`config.mk`:
```
export PLATFORM = sky130hd
export DESIGN_NAME = lru_buffer_cache_refcount
export DESIGN_NICKNAME = d
export VERILOG_FILES = /design/src/rtl/core/lbc_pkg.sv /design/src/rtl/core/lbc_front.sv /design/src/rtl/core/lbc_back.sv /design/src/rtl/core/lru_buffer_cache_refcount.sv
export VERILOG_INCLUDE_DIRS = /design/src /design/src/rtl/core
export SDC_FILE = /design/constraint.sdc
export NUM_CORES = 2
export LEC_CHECK = 0
export ABC_AREA = 1
export BUFFER_PORTS_ARGS = -buffer_cell sky130_fd_sc_hd__buf_4
export CAP_MARGIN = 30
export CORE_ASPECT_RATIO = 1.1
export CORE_MARGIN = 5
export CORE_UTILIZATION = 25
export CTS_CLUSTER_SIZE = 25
export DETAILED_ROUTE_END_ITERATION = 16
export PLACE_DENSITY_LB_ADDON = 0.3
export RECOVER_POWER = 100
export SLEW_MARGIN = 5
export SYNTH_ARGS = -nofsm -noshare
export SYNTH_HDL_FRONTEND = slang
export SYNTH_SLANG_ARGS = --single-unit
```
`constraint.sdc`:
```
create_clock -name clock -period 8 [get_ports clock]
set_input_delay 0.4 -clock clock [delete_from_list [all_inputs] [get_ports clock]]
set_output_delay 0.4 -clock clock [all_outputs]
set_load 0.03 [all_outputs]
```
`src/rtl/core/lru_buffer_cache_refcount_macros.svh`:
```
// Assertion macros used by the buffer cache directory back end.
// Depends on a clock named clock and a synchronous reset named reset in scope.
`ifndef LRU_BUFFER_CACHE_REFCOUNT_MACROS_SVH
`define LRU_BUFFER_CACHE_REFCOUNT_MACROS_SVH

// antecedent implies consequent in the same cycle
`define LBC_ASSERT_IMPL(lbl, ante, cons) \
   lbl: assert property (@(posedge clock) disable iff (reset) (ante) |-> (cons)) \
      else $error("lbc assertion failed");

// antecedent implies consequent in the next cycle
`define LBC_ASSERT_NEXT(lbl, ante, cons) \
   lbl: assert property (@(posedge clock) disable iff (reset) (ante) |=> (cons)) \
      else $error("lbc assertion failed");

`endif

```
`src/rtl/core/lbc_pkg.sv`:
```
// Package for the buffer cache directory: request and status codes,
// field widths and the queued word type. No dependencies.
package lbc_pkg;

   localparam int DEFAULT_BUFFERS = 32;
   localparam int SLOT_W  = 5;
   localparam int DEV_W   = 8;
   localparam int BLOCK_W = 32;
   localparam int COUNT_W = 8;
   localparam int STATUS_W = 3;

   // request codes
   localparam logic [1:0] REQ_GET     = 2'd0;
   localparam logic [1:0] REQ_RELEASE = 2'd1;
   localparam logic [1:0] REQ_PIN     = 2'd2;
   localparam logic [1:0] REQ_UNPIN   = 2'd3;

   // status codes
   localparam logic [STATUS_W-1:0] ST_HIT    = 3'd0;
   localparam logic [STATUS_W-1:0] ST_MISS   = 3'd1;
   localparam logic [STATUS_W-1:0] ST_NOFREE = 3'd2;
   localparam logic [STATUS_W-1:0] ST_OK     = 3'd3;
   localparam logic [STATUS_W-1:0] ST_UNDER  = 3'd4;
   localparam logic [STATUS_W-1:0] ST_OVER   = 3'd5;

   localparam logic [COUNT_W-1:0] COUNT_MAX = 8'hFF;

   // one classified request word
   typedef struct packed {
      logic [1:0]         op;
      logic [DEV_W-1:0]   dev;
      logic [BLOCK_W-1:0] blk;
      logic [SLOT_W-1:0]  slot;
      logic               in_range;
   } item_type;

endpackage

```
`src/rtl/core/lbc_front.sv`:
```
// Front end: accepts request words, checks the slot range and queues them.
// Depends on lbc_pkg.
module lbc_front #(
   parameter int BUFFERS = lbc_pkg::DEFAULT_BUFFERS
) (
   input  logic                        clock,
   input  logic                        reset,
   input  logic                        start,
   output logic                        busy,
   input  logic [1:0]                  req_type,
   input  logic [lbc_pkg::DEV_W-1:0]   req_dev,
   input  logic [lbc_pkg::BLOCK_W-1:0] req_blockno,
   input  logic [lbc_pkg::SLOT_W-1:0]  req_slot,
   input  logic                        pop,
   output logic                        head_valid,
   output lbc_pkg::item_type           head
);

   lbc_pkg::item_type ent_ff [2];
   logic       wr_ptr_ff, wr_ptr_in;
   logic       rd_ptr_ff, rd_ptr_in;
   logic [1:0] fill_ff, fill_in;
   logic       push;
   lbc_pkg::item_type word;

   // classify incoming word
   always_comb begin
      word.op       = req_type;
      word.dev      = req_dev;
      word.blk      = req_blockno;
      word.slot     = req_slot;
      word.in_range = (int'(req_slot) < BUFFERS);
   end

   assign busy       = (fill_ff == 2'd2);
   assign push       = start && !busy;
   assign head_valid = (fill_ff != 2'd0);
   assign head       = ent_ff[rd_ptr_ff];

   // queue pointers
   always_comb begin
      wr_ptr_in = push ? !wr_ptr_ff : wr_ptr_ff;
      rd_ptr_in = pop ? !rd_ptr_ff : rd_ptr_ff;
      fill_in   = fill_ff + {1'b0, push} - {1'b0, pop};
   end

   always_ff @(posedge clock) begin
      if (reset) begin
         wr_ptr_ff <= 1'b0;
         rd_ptr_ff <= 1'b0;
         fill_ff   <= 2'd0;
      end else begin
         wr_ptr_ff <= wr_ptr_in;
         rd_ptr_ff <= rd_ptr_in;
         fill_ff   <= fill_in;
      end
   end

   always_ff @(posedge clock) begin
      if (push) begin
         ent_ff[wr_ptr_ff] <= word;
      end
   end

endmodule

```
`src/rtl/core/lbc_back.sv`:
```
// Back end: directory state, slot scan for get, count and LRU updates.
// Depends on lbc_pkg and lru_buffer_cache_refcount_macros.svh.
`include "lru_buffer_cache_refcount_macros.svh"

module lbc_back #(
   parameter int BUFFERS = lbc_pkg::DEFAULT_BUFFERS
) (
   input  logic                          clock,
   input  logic                          reset,
   input  logic                          head_valid,
   input  lbc_pkg::item_type             head,
   output logic                          pop,
   output logic                          rsp_valid,
   output logic [lbc_pkg::SLOT_W-1:0]    rsp_slot_out,
   output logic [lbc_pkg::STATUS_W-1:0]  rsp_status,
   output logic                          rsp_needs_read
);

   localparam int IW = $clog2(BUFFERS);
   localparam int TW = lbc_pkg::DEV_W + lbc_pkg::BLOCK_W;
   localparam logic [IW-1:0] LAST = IW'(BUFFERS - 1);

   localparam logic [2:0] S_IDLE   = 3'd0;
   localparam logic [2:0] S_SCAN   = 3'd1;
   localparam logic [2:0] S_DRAIN  = 3'd2;
   localparam logic [2:0] S_DECIDE = 3'd3;
   localparam logic [2:0] S_EXEC   = 3'd4;

   logic [2:0] state_ff, state_in;
   lbc_pkg::item_type cur_ff;
   logic [IW-1:0] cnt_ff, cnt_in;

   // directory state
   logic [TW-1:0]                tag_mem_ff [BUFFERS];
   logic [TW-1:0]                tag_q_ff;
   logic [BUFFERS-1:0]           tw_ff;
   logic [lbc_pkg::COUNT_W-1:0]  count_ff [BUFFERS];
   logic [BUFFERS-1:0]           valid_ff;
   logic [IW-1:0]                rank_ff [BUFFERS];

   // scan pipeline stage
   logic                         p_vld_ff;
   logic [IW-1:0]                p_idx_ff, p_rank_ff;
   logic [lbc_pkg::COUNT_W-1:0]  p_cnt_ff;
   logic                         p_valid_ff, p_tw_ff;

   // best hit (highest rank) and best free slot (lowest rank)
   logic                         hit_f_ff, free_f_ff;
   logic [IW-1:0]                hit_idx_ff, hit_rank_ff, free_idx_ff, free_rank_ff;
   logic [lbc_pkg::COUNT_W-1:0]  hit_cnt_ff;
   logic                         hit_valid_ff;

   logic [IW-1:0]                rd_idx, op_idx;
   logic [lbc_pkg::COUNT_W-1:0]  rd_cnt;
   logic [TW-1:0]                tag_seen;
   logic                         match, take_hit, take_free;

   logic                         rsp_valid_ff;
   logic [lbc_pkg::SLOT_W-1:0]   rsp_slot_ff;
   logic [lbc_pkg::STATUS_W-1:0] rsp_status_ff;
   logic                         rsp_read_ff;

   assign op_idx = IW'(cur_ff.slot);
   assign rd_idx = (state_ff == S_SCAN) ? cnt_ff : op_idx;
   assign rd_cnt = count_ff[rd_idx];
   assign pop    = (state_ff == S_IDLE) && head_valid;

   // tag compare on the registered memory word
   assign tag_seen  = p_tw_ff ? tag_q_ff : '0;
   assign match     = p_vld_ff && (tag_seen == {cur_ff.dev, cur_ff.blk});
   assign take_hit  = match && (!hit_f_ff || (p_rank_ff > hit_rank_ff));
   assign take_free = p_vld_ff && (p_cnt_ff == '0)
                      && (!free_f_ff || (p_rank_ff < free_rank_ff));

   // sequencer
   always_comb begin
      state_in = state_ff;
      cnt_in   = cnt_ff;
      unique case (state_ff)
         S_IDLE: begin
            cnt_in = '0;
            if (head_valid) begin
               state_in = (head.op == lbc_pkg::REQ_GET) ? S_SCAN : S_EXEC;
            end
         end
         S_SCAN: begin
            if (cnt_ff == LAST) begin
               state_in = S_DRAIN;
            end else begin
               cnt_in = cnt_ff + 1'b1;
            end
         end
         S_DRAIN:  state_in = S_DECIDE;
         S_DECIDE: state_in = S_IDLE;
         S_EXEC:   state_in = S_IDLE;
         default:  state_in = S_IDLE;
      endcase
   end

   always_ff @(posedge clock) begin
      if (reset) begin
         state_ff <= S_IDLE;
         cnt_ff   <= '0;
         p_vld_ff <= 1'b0;
      end else begin
         state_ff <= state_in;
         cnt_ff   <= cnt_in;
         p_vld_ff <= (state_ff == S_SCAN);
      end
   end

   // tag memory, registered read
   always_ff @(posedge clock) begin
      tag_q_ff <= tag_mem_ff[cnt_ff];
      if (state_ff == S_DECIDE && !hit_f_ff && free_f_ff) begin
         tag_mem_ff[free_idx_ff] <= {cur_ff.dev, cur_ff.blk};
      end
   end

   // scan stage and candidate tracking
   always_ff @(posedge clock) begin
      if (pop) begin
         cur_ff <= head;
      end
      p_idx_ff   <= cnt_ff;
      p_rank_ff  <= rank_ff[cnt_ff];
      p_cnt_ff   <= rd_cnt;
      p_valid_ff <= valid_ff[cnt_ff];
      p_tw_ff    <= tw_ff[cnt_ff];
      if (state_ff == S_IDLE) begin
         hit_f_ff  <= 1'b0;
         free_f_ff <= 1'b0;
      end else begin
         if (take_hit) begin
            hit_f_ff     <= 1'b1;
            hit_idx_ff   <= p_idx_ff;
            hit_rank_ff  <= p_rank_ff;
            hit_cnt_ff   <= p_cnt_ff;
            hit_valid_ff <= p_valid_ff;
         end
         if (take_free) begin
            free_f_ff    <= 1'b1;
            free_idx_ff  <= p_idx_ff;
            free_rank_ff <= p_rank_ff;
         end
      end
   end

   // counts, valid marks, ranks and response
   always_ff @(posedge clock) begin
      if (reset) begin
         tw_ff        <= '0;
         valid_ff     <= '0;
         rsp_valid_ff <= 1'b0;
         for (int i = 0; i < BUFFERS; i++) begin
            count_ff[i] <= '0;
            rank_ff[i]  <= IW'(i);
         end
      end else begin
         rsp_valid_ff <= 1'b0;
         if (state_ff == S_DECIDE) begin
            rsp_valid_ff <= 1'b1;
            if (hit_f_ff) begin
               rsp_slot_ff <= lbc_pkg::SLOT_W'(hit_idx_ff);
               if (hit_cnt_ff == lbc_pkg::COUNT_MAX) begin
                  rsp_status_ff <= lbc_pkg::ST_OVER;
                  rsp_read_ff   <= 1'b0;
               end else begin
                  count_ff[hit_idx_ff] <= hit_cnt_ff + 1'b1;
                  valid_ff[hit_idx_ff] <= 1'b1;
                  rsp_status_ff        <= lbc_pkg::ST_HIT;
                  rsp_read_ff          <= !hit_valid_ff;
               end
            end else if (free_f_ff) begin
               count_ff[free_idx_ff] <= lbc_pkg::COUNT_W'(1);
               valid_ff[free_idx_ff] <= 1'b1;
               tw_ff[free_idx_ff]    <= 1'b1;
               rsp_slot_ff   <= lbc_pkg::SLOT_W'(free_idx_ff);
               rsp_status_ff <= lbc_pkg::ST_MISS;
               rsp_read_ff   <= 1'b1;
            end else begin
               rsp_slot_ff   <= '0;
               rsp_status_ff <= lbc_pkg::ST_NOFREE;
               rsp_read_ff   <= 1'b0;
            end
         end else if (state_ff == S_EXEC) begin
            rsp_valid_ff <= 1'b1;
            rsp_slot_ff  <= cur_ff.slot;
            rsp_read_ff  <= 1'b0;
            if (!cur_ff.in_range) begin
               rsp_status_ff <= lbc_pkg::ST_OK;
            end else if (cur_ff.op == lbc_pkg::REQ_PIN) begin
               if (rd_cnt == lbc_pkg::COUNT_MAX) begin
                  rsp_status_ff <= lbc_pkg::ST_OVER;
               end else begin
                  count_ff[op_idx] <= rd_cnt + 1'b1;
                  rsp_status_ff    <= lbc_pkg::ST_OK;
               end
            end else if (rd_cnt == '0) begin
               rsp_status_ff <= lbc_pkg::ST_UNDER;
            end else begin
               count_ff[op_idx] <= rd_cnt - 1'b1;
               rsp_status_ff    <= lbc_pkg::ST_OK;
               // release to zero: move slot to most recent
               if (cur_ff.op == lbc_pkg::REQ_RELEASE
                   && rd_cnt == lbc_pkg::COUNT_W'(1)) begin
                  for (int i = 0; i < BUFFERS; i++) begin
                     if (rank_ff[i] > rank_ff[op_idx]) begin
                        rank_ff[i] <= rank_ff[i] - 1'b1;
                     end
                  end
                  rank_ff[op_idx] <= LAST;
               end
            end
         end
      end
   end

   assign rsp_valid      = rsp_valid_ff;
   assign rsp_slot_out   = rsp_slot_ff;
   assign rsp_status     = rsp_status_ff;
   assign rsp_needs_read = rsp_read_ff;

   `LBC_ASSERT_NEXT(a_single_strobe, rsp_valid_ff, !rsp_valid_ff)
   `LBC_ASSERT_IMPL(a_pop_idle, pop, state_ff == S_IDLE)
   `LBC_ASSERT_NEXT(a_decide_strobes, state_ff == S_DECIDE || state_ff == S_EXEC, rsp_valid_ff)
   `LBC_ASSERT_IMPL(a_scan_get, state_ff == S_SCAN, cur_ff.op == lbc_pkg::REQ_GET)

endmodule

```
`src/rtl/core/lru_buffer_cache_refcount.sv`:
```
// Top level of the buffer cache directory: front queue and back engine.
// Depends on lbc_pkg, lbc_front and lbc_back.
//
// Usage:
//   A request word (req_type, req_dev, req_blockno, req_slot) is taken at a
//   rising edge with start high and busy low. Requests queue in a two-entry
//   buffer; busy rises while it is full.
//   Each request yields one result word on rsp_slot_out, rsp_status and
//   rsp_needs_read, shown for exactly one cycle with rsp_valid high. The
//   receiver cannot stall; results are always taken.
//   Get walks every slot once through the tag memory read port, tracking
//   the most recent hit and the least recent free slot in the same pass;
//   release, pin and unpin skip the walk. The back end handles one request
//   at a time, so a get holds off the requests queued behind it.
//   Reset empties the queue, clears counts, valid marks and tags to zero
//   and sets slot i to recency rank i; no clearing pass is needed.
module lru_buffer_cache_refcount #(
   parameter int BUFFERS = lbc_pkg::DEFAULT_BUFFERS
) (
   input  logic                          clock,
   input  logic                          reset,
   input  logic                          start,
   output logic                          busy,
   input  logic [1:0]                    req_type,
   input  logic [lbc_pkg::DEV_W-1:0]     req_dev,
   input  logic [lbc_pkg::BLOCK_W-1:0]   req_blockno,
   input  logic [lbc_pkg::SLOT_W-1:0]    req_slot,
   output logic                          rsp_valid,
   output logic [lbc_pkg::SLOT_W-1:0]    rsp_slot_out,
   output logic [lbc_pkg::STATUS_W-1:0]  rsp_status,
   output logic                          rsp_needs_read
);

   logic              pop, head_valid;
   lbc_pkg::item_type head;

   lbc_front #(.BUFFERS(BUFFERS)) u_front (
      .clock       (clock),
      .reset       (reset),
      .start       (start),
      .busy        (busy),
      .req_type    (req_type),
      .req_dev     (req_dev),
      .req_blockno (req_blockno),
      .req_slot    (req_slot),
      .pop         (pop),
      .head_valid  (head_valid),
      .head        (head)
   );

   lbc_back #(.BUFFERS(BUFFERS)) u_back (
      .clock          (clock),
      .reset          (reset),
      .head_valid     (head_valid),
      .head           (head),
      .pop            (pop),
      .rsp_valid      (rsp_valid),
      .rsp_slot_out   (rsp_slot_out),
      .rsp_status     (rsp_status),
      .rsp_needs_read (rsp_needs_read)
   );

endmodule

```
# After elaboration in Yosys (flattened, before gate mapping)
# Memory sizes are Yosys's and may differ from the RTL's. A register that Yosys moved wholly into a read port is not among the register bits.
# Index checks and enable logic that the tools add are counted.
# word_totals
ff_bits,181
ramBits,1790
output_inout_bits,11
latchBits,0
word_cells,611
mem_bits_ro,0
in_bits,50
n_memories,4
# mem_list
memory,words,word_bits,read_ports,rd_clocked_by_memory_dff,write_ports,line_no,source
u_back.tag_mem_ff,32,40,1,1,1,lbc_back.sv:34,logic [TW-1:0] tag_mem_ff [BUFFERS];
u_back.count_ff,32,8,1,0,32,lbc_back.sv:37,logic [lbc_pkg::COUNT_W-1:0] count_ff [BUFFERS];
u_back.rank_ff,32,5,34,2,33,lbc_back.sv:39,logic [IW-1:0] rank_ff [BUFFERS];
u_front.ent_ff,2,47,1,1,1,lbc_front.sv:19,lbc_pkg::item_type ent_ff [2];
# op_classes
n_addsub,38
n_reduce_logical,37
n_mux,409
bitwise,39
shift,0
n_lt_le_gt_ge,39
multipliers,0
div_mod_pow,0
eq_ne,16
# ops
operator,n
2-to-1 mux 1 bit,341
2-to-1 mux 5 bit,42
> comparator 5 bit,33
"subtractor 5 x 1 -> 5 bit, second input constant",32
2-to-1 mux 32 bit,3
OR 32 bit,3
== test 40 bit,1
2-to-1 mux 40 bit,1
2-to-1 mux 3 bit,11
OR 1 bit,33
2-to-1 mux 8 bit,4
OR reduction 8 bit,3
"less-than comparator 5 x 6 -> 1 bit, second input constant",3
"adder 8 x 1 -> 8 bit, second input constant",2
"== test 8 bit, second input constant",2
logical NOT 8 bit,2
logical AND 1 bit,11
binary-select mux 1 bit (select 5 bit),2
demux 1 bit (select 5 bit),2
"greater-or-equal comparator 5 x 1 -> 1 bit, second input constant",2
one-hot mux 5 bit (2 select lines),1
AND reduction 2 bit,5
one-hot mux 3 bit (3 select lines),1
"== test 8 x 1 -> 1 bit, second input constant",1
21 further kinds,37

# Depth between registers and ports, before layout
# An unclocked memory read counts as a cell.
# logic_depth
ltp_word,14
depth_mapped,28
mapped_depth_nobuf,25

# Cells and area by module
# Synthesis repeated with hierarchy kept, for this count alone.
# hier_totals
cells_unflattened,8386
area_unflattened_um2,89854.9
# by_module_without_submodules
mod,cells_per_inst,seq_area_each_um2,instances,area_per_inst_um2
lbc_back,8205,54732.5,1,86096.3
lbc_front,181,2922.8,1,3758.6

# Worst setup path before layout
# Ideal clock, no wire load.
# synth_path
kind,register to register
startpoint,register (tool-made name)
endpoint,memory u_back.rank_ff[30][2] (netlist bit)
arrival_time_ns,4.194
slack_ns,3.675
path_buffers,3
required_time_ns,7.869
period_less_slack_ns,4.325
setup_ns,0.131
stages_incl_launch_ff,21
path_cell_list,dfxtp_1 > clkbuf_1 > clkinv_1 > clkbuf_1 > clkbuf_1 > o21ai_0 > a21oi_1 > o21ai_0 > nand3_1 > a32oi_1 > ha_1 > inv_1 > a21o_1 > a21oi_1 > nor2_1 > a211oi_1 > nor2_1 > nand2_1 > nand2_1 > o21ai_0 > o211ai_1
# synth_lines
element,line_no
end: declaration,lbc_back.sv:39

==> flow_metrics.env <==
export IMPL_synth_main_ff_cell="edfxtp_1"
export IMPL_io_pins=61
export IMPL_final_seq_area_mm2=0.0576
export IMPL_startpoint_type="flip-flop"
export IMPL_placed_cell_area_mm2=0.0963
export IMPL_clock_root_buffer="clkbuf_16"
export IMPL_port_buffers=60
export IMPL_peakVddDrop_mv=0.432
export IMPL_dr_total_vias=66300
export IMPL_hpwl_mm=169
export IMPL_sw_frac_of_total_pct=39.1
export IMPL_die_h_um=638
export IMPL_grt_start_max_net_pins=205
export IMPL_rrSetupSlack_ps=790
export IMPL_slew_headroom_pct=-177
export IMPL_path_class="reg2reg"
export IMPL_setup_violations=0
export IMPL_wl_per_cell_um=22.3
export IMPL_cts_htree_levels=4
export IMPL_clockBufferDepth=4
export IMPL_die_area_mm2=0.370
export IMPL_grt_pass1_vias=64500
export IMPL_synthTopCellsByArea="edfxtp_1 (57%), dfxtp_1 (6.8%), o21ai_0 (5.6%)"
export IMPL_switchingPower_w=0.0143
export IMPL_syn_area_mm2=0.0896
export IMPL_synth_top_cell_area_share_pct=57.5
export IMPL_fin_skew_ps=80.6
export IMPL_min_path_type="in2reg"
export IMPL_insertion_delay_ps=910
export IMPL_yosysSeqAreaShare_pct=64.3
export IMPL_synthTopCellsByCount="edfxtp_1 (1715), nor2_1 (1239), nand2_1 (1028)"
export IMPL_reg2regPathDepth=9
export IMPL_worstPathMaxFanout=39
export IMPL_ctsResizeCount=0
export IMPL_path_clk_slew_ps=60
export IMPL_totalWireLength_mm=298
export IMPL_syn_nets=8640
export IMPL_core_mm2=0.357
export IMPL_rsz0062_at_grt="false"
export IMPL_via_per_inst=4.97
export IMPL_tritoncts="yes"
export IMPL_multi_input_area_mm2=0.0282
export IMPL_fp_dieW_um=581
export IMPL_hold_start="start"
export IMPL_nFillCells=36900
export IMPL_r2r_start="u_back.cnt_ff[2]$_SDFFE_PP0P_"
export IMPL_combPwrFrac_pct=36.3
export IMPL_final_area_mm2=0.103
export IMPL_rr_endpoint="u_back.tag_q_ff[27]$_DFF_P_"
export IMPL_synth_edf_count=1715
export IMPL_cts_sinks=2021
export IMPL_synth_seq_cells=2021
export IMPL_final_hold_viol_count=0
export IMPL_whs_path_depth=5
export IMPL_maxCapViolCount=69
export IMPL_route_detailed_drc=0
export IMPL_run_status="complete, but fails checks"
export IMPL_internal_power_w=0.0223
export IMPL_cts_buffers=216
export IMPL_rows=230
export IMPL_antenna_left=0
export IMPL_synth_most_common_cell="edfxtp_1"
export IMPL_synthArstFlopShare_pct=0
export IMPL_gp_congestion=0.875
export IMPL_worst_pin_slew_ps=4150
export IMPL_netlist_instances=8381
export IMPL_fin_crit_sh_pct=90.1
export IMPL_p_per_area_mw_per_mm2=357
export IMPL_endpoint_kind="flip-flop"
export IMPL_seq_power_share_pct=36.8
export IMPL_dr_pass1_iters=8
export IMPL_synth_area_per_cell_um2=10.7
export IMPL_violations="max-capacitance violations, max-slew violations"
export IMPL_drt_iter0_drc=7026
export IMPL_nNetsFinal=8672
export IMPL_start_util_pct=25.1
export IMPL_slew_viol_final=1892
export IMPL_max_clock_freq_ghz=0.139
export IMPL_setup_slack_ps=789
export IMPL_synth_cell_types=57
export IMPL_required_ps=8780
export IMPL_period_needed_ps=7210
export IMPL_place_ws_ps=1810
export IMPL_synth_warnings=0
export IMPL_holdPathEnd="u_front.wr_ptr_ff$_SDFFE_PP0P_"
export IMPL_drive_gt1_share_pct=6.56
export IMPL_grt_pass1_wl_mm=432
export IMPL_antenna_found_initial=12
export IMPL_syn2layout_area_growth_pct=14.6
export IMPL_yosys_area_top_type="edfxtp_1"
export IMPL_grtUsageTotal_pct=15.3
export IMPL_fin_tns_setup_ps=0
export IMPL_grt_overflow_total=0
export IMPL_crit_arrival_ps=7990
export IMPL_clockPowerShare_pct=26.9
export IMPL_p_leak_nw=36.1
export IMPL_hold_ws_ps=61.8
## power groups by stage
stage	Combinational, W	Clock, W	Sequential (W)
global route	0.0146	0.0105	0.0135
detailed placement	0.0131	0	0.0139
finish	0.0133	0.00988	0.0135
CTS	0.0132	0.0101	0.0136
floorplan	0.00819	0	0.0138
global placement	0.0124	0	0.0141
## metrics by stage
stage	total power, W	utilization, %	instances
after floorplan	0.0220	-	8381
after global placement	0.0265	26.8	12900
after detailed placement	0.0270	27.0	12900
after CTS	0.0369	29.0	13300
after global routing	0.0387	28.8	13300
final	0.0367	28.8	13300
## worst max-delay path: stages (launching register included)
cell	delay (ps)
dfxtp_1	370
clkbuf_1	1670
clkbuf_1	2100
nor2_4	0
clkbuf_1	1360
buf_4	800
nand2_1	140
nand3_1	70
o21ai_0	350
inv_1	90
## logic make-up after synthesis
kind of cell             after synthesis  synth area share (%)
flip-flops                          2021                  64.3
adder cells (fa/ha/maj)              209                  2.92
multiplexers                          46                 0.577
AO/OA/AOI/OAI                       1856                  11.9
XOR/XNOR                              90                 0.880
buffers and inverters               1001                  4.31
AND/OR/NAND/NOR                     3158                  15.1
## state kept, by name (all words and copies together) (netlist names), 2 cells and up, named ones only
register             flops
u_back.tag_mem_ff     1280
u_back.count_ff        256
u_back.rank_ff         160
u_front.ent_ff          94
u_back.cur_ff           42
u_back.tag_q_ff         40
u_back.tw_ff            32
u_back.valid_ff         32
u_back.hit_cnt_ff        8
u_back.p_cnt_ff          8
u_back.cnt_ff            5
u_back.free_idx_ff       5
u_back.free_rank_ff      5
u_back.hit_idx_ff        5
u_back.hit_rank_ff       5
u_back.op_idx            5
u_back.p_idx_ff          5
u_back.p_rank_ff         5
u_back.rsp_slot_out      5
u_back.rsp_status        3
u_back.state_ff          3
u_front.fill_ff          2
## how the worst max path moves through the flow
| stage | from | cells after the start | slack [ps] | end |
|---|---|---|---|---|
| floorplan | flip-flop | 20 | 3670 | u_back.rank_ff[30][2]$_SDFFE_PP1P_ |
| global placement | u_back.cnt_ff[1]$_SDFFE_PP0P_ | 20 | 1880 | u_back.count_ff[4][0]$_SDFFCE_PN0P_ |
| detailed placement | u_back.cnt_ff[0]$_SDFFE_PP0P_ | 26 | 1810 | u_back.rank_ff[13][2]$_SDFFE_PP1P_ |
| CTS | u_back.cnt_ff[0]$_SDFFE_PP0P_ | 23 | 1690 | u_back.rank_ff[7][2]$_SDFFE_PP1P_ |
| global route | u_back.cnt_ff[0]$_SDFFE_PP0P_ | 21 | 580 | u_back.count_ff[7][6]$_SDFFCE_PN0P_ |
| finish | u_back.cnt_ff[2]$_SDFFE_PP0P_ | 9 | 790 | u_back.tag_q_ff[27]$_DFF_P_ |
## final cells by class
| class | count | share of cell area (%) |
|---|---|---|
| antenna | 5 | 0.0122 |
| clock buffer | 290 | 5.75 |
| clock inverter | 99 | 0.915 |
| inverter | 511 | 1.91 |
| multi-input combinational | 5359 | 27.4 |
| sequential | 2021 | 56.1 |
| tap | 4756 | 5.80 |
| timing repair buffer | 304 | 2.04 |
## placed cells by master (no fill, tap or decap), types with 7 or more instances in the layout
master	synthesis	layout
edfxtp_1	1715	1715
nor2_1	1239	1232
nand2_1	1028	1061
o21ai_0	1009	1010
nand3_1	580	580
inv_1	496	487
dfxtp_1	306	302
a21oi_1	260	259
o22ai_1	226	226
clkbuf_16	0	220
ha_1	209	209
clkbuf_1	386	165
o221ai_1	126	126
o211ai_1	109	109
nand4_1	100	100
nand3b_1	76	76
buf_4	9	73
xor2_1	63	63
nor3_1	52	53
dlygate4sd3_1	0	47
clkinv_1	6	39
clkbuf_4	0	38
clkinv_2	0	37
xnor2_1	27	27
a31oi_1	26	26
mux2_2	45	23
clkbuf_2	0	23
nor2_4	14	22
mux2_1	0	22
a211oi_1	19	19
bufinv_16	0	17
clkbuf_8	0	14
o21bai_1	10	10
o221a_2	10	10
clkinvlp_2	0	9
nor4_1	8	8
or2_2	7	7
a21o_1	7	7
## routing by layer
| layer | share of wire [%] | vias up | track usage (%) |
|---|---|---|---|
| met5 | 0.0044 | - | 0 |
| met4 | 3.4 | 2 | 5.07 |
| met3 | 6.5 | 561 | 2.27 |
| met2 | 47 | 2458 | 25.3 |
| met1 | 43 | 33200 | 20.6 |
| li1 | - | 30100 | - |
## timing repair
item | 4_1_cts | 5_1_grt
buffers inserted | 0 | 0
endpoints found under the hold margin | 94 | 0
hold buffers | 47 | 0
No activity file was read; power rests on OpenSTA's default activity.
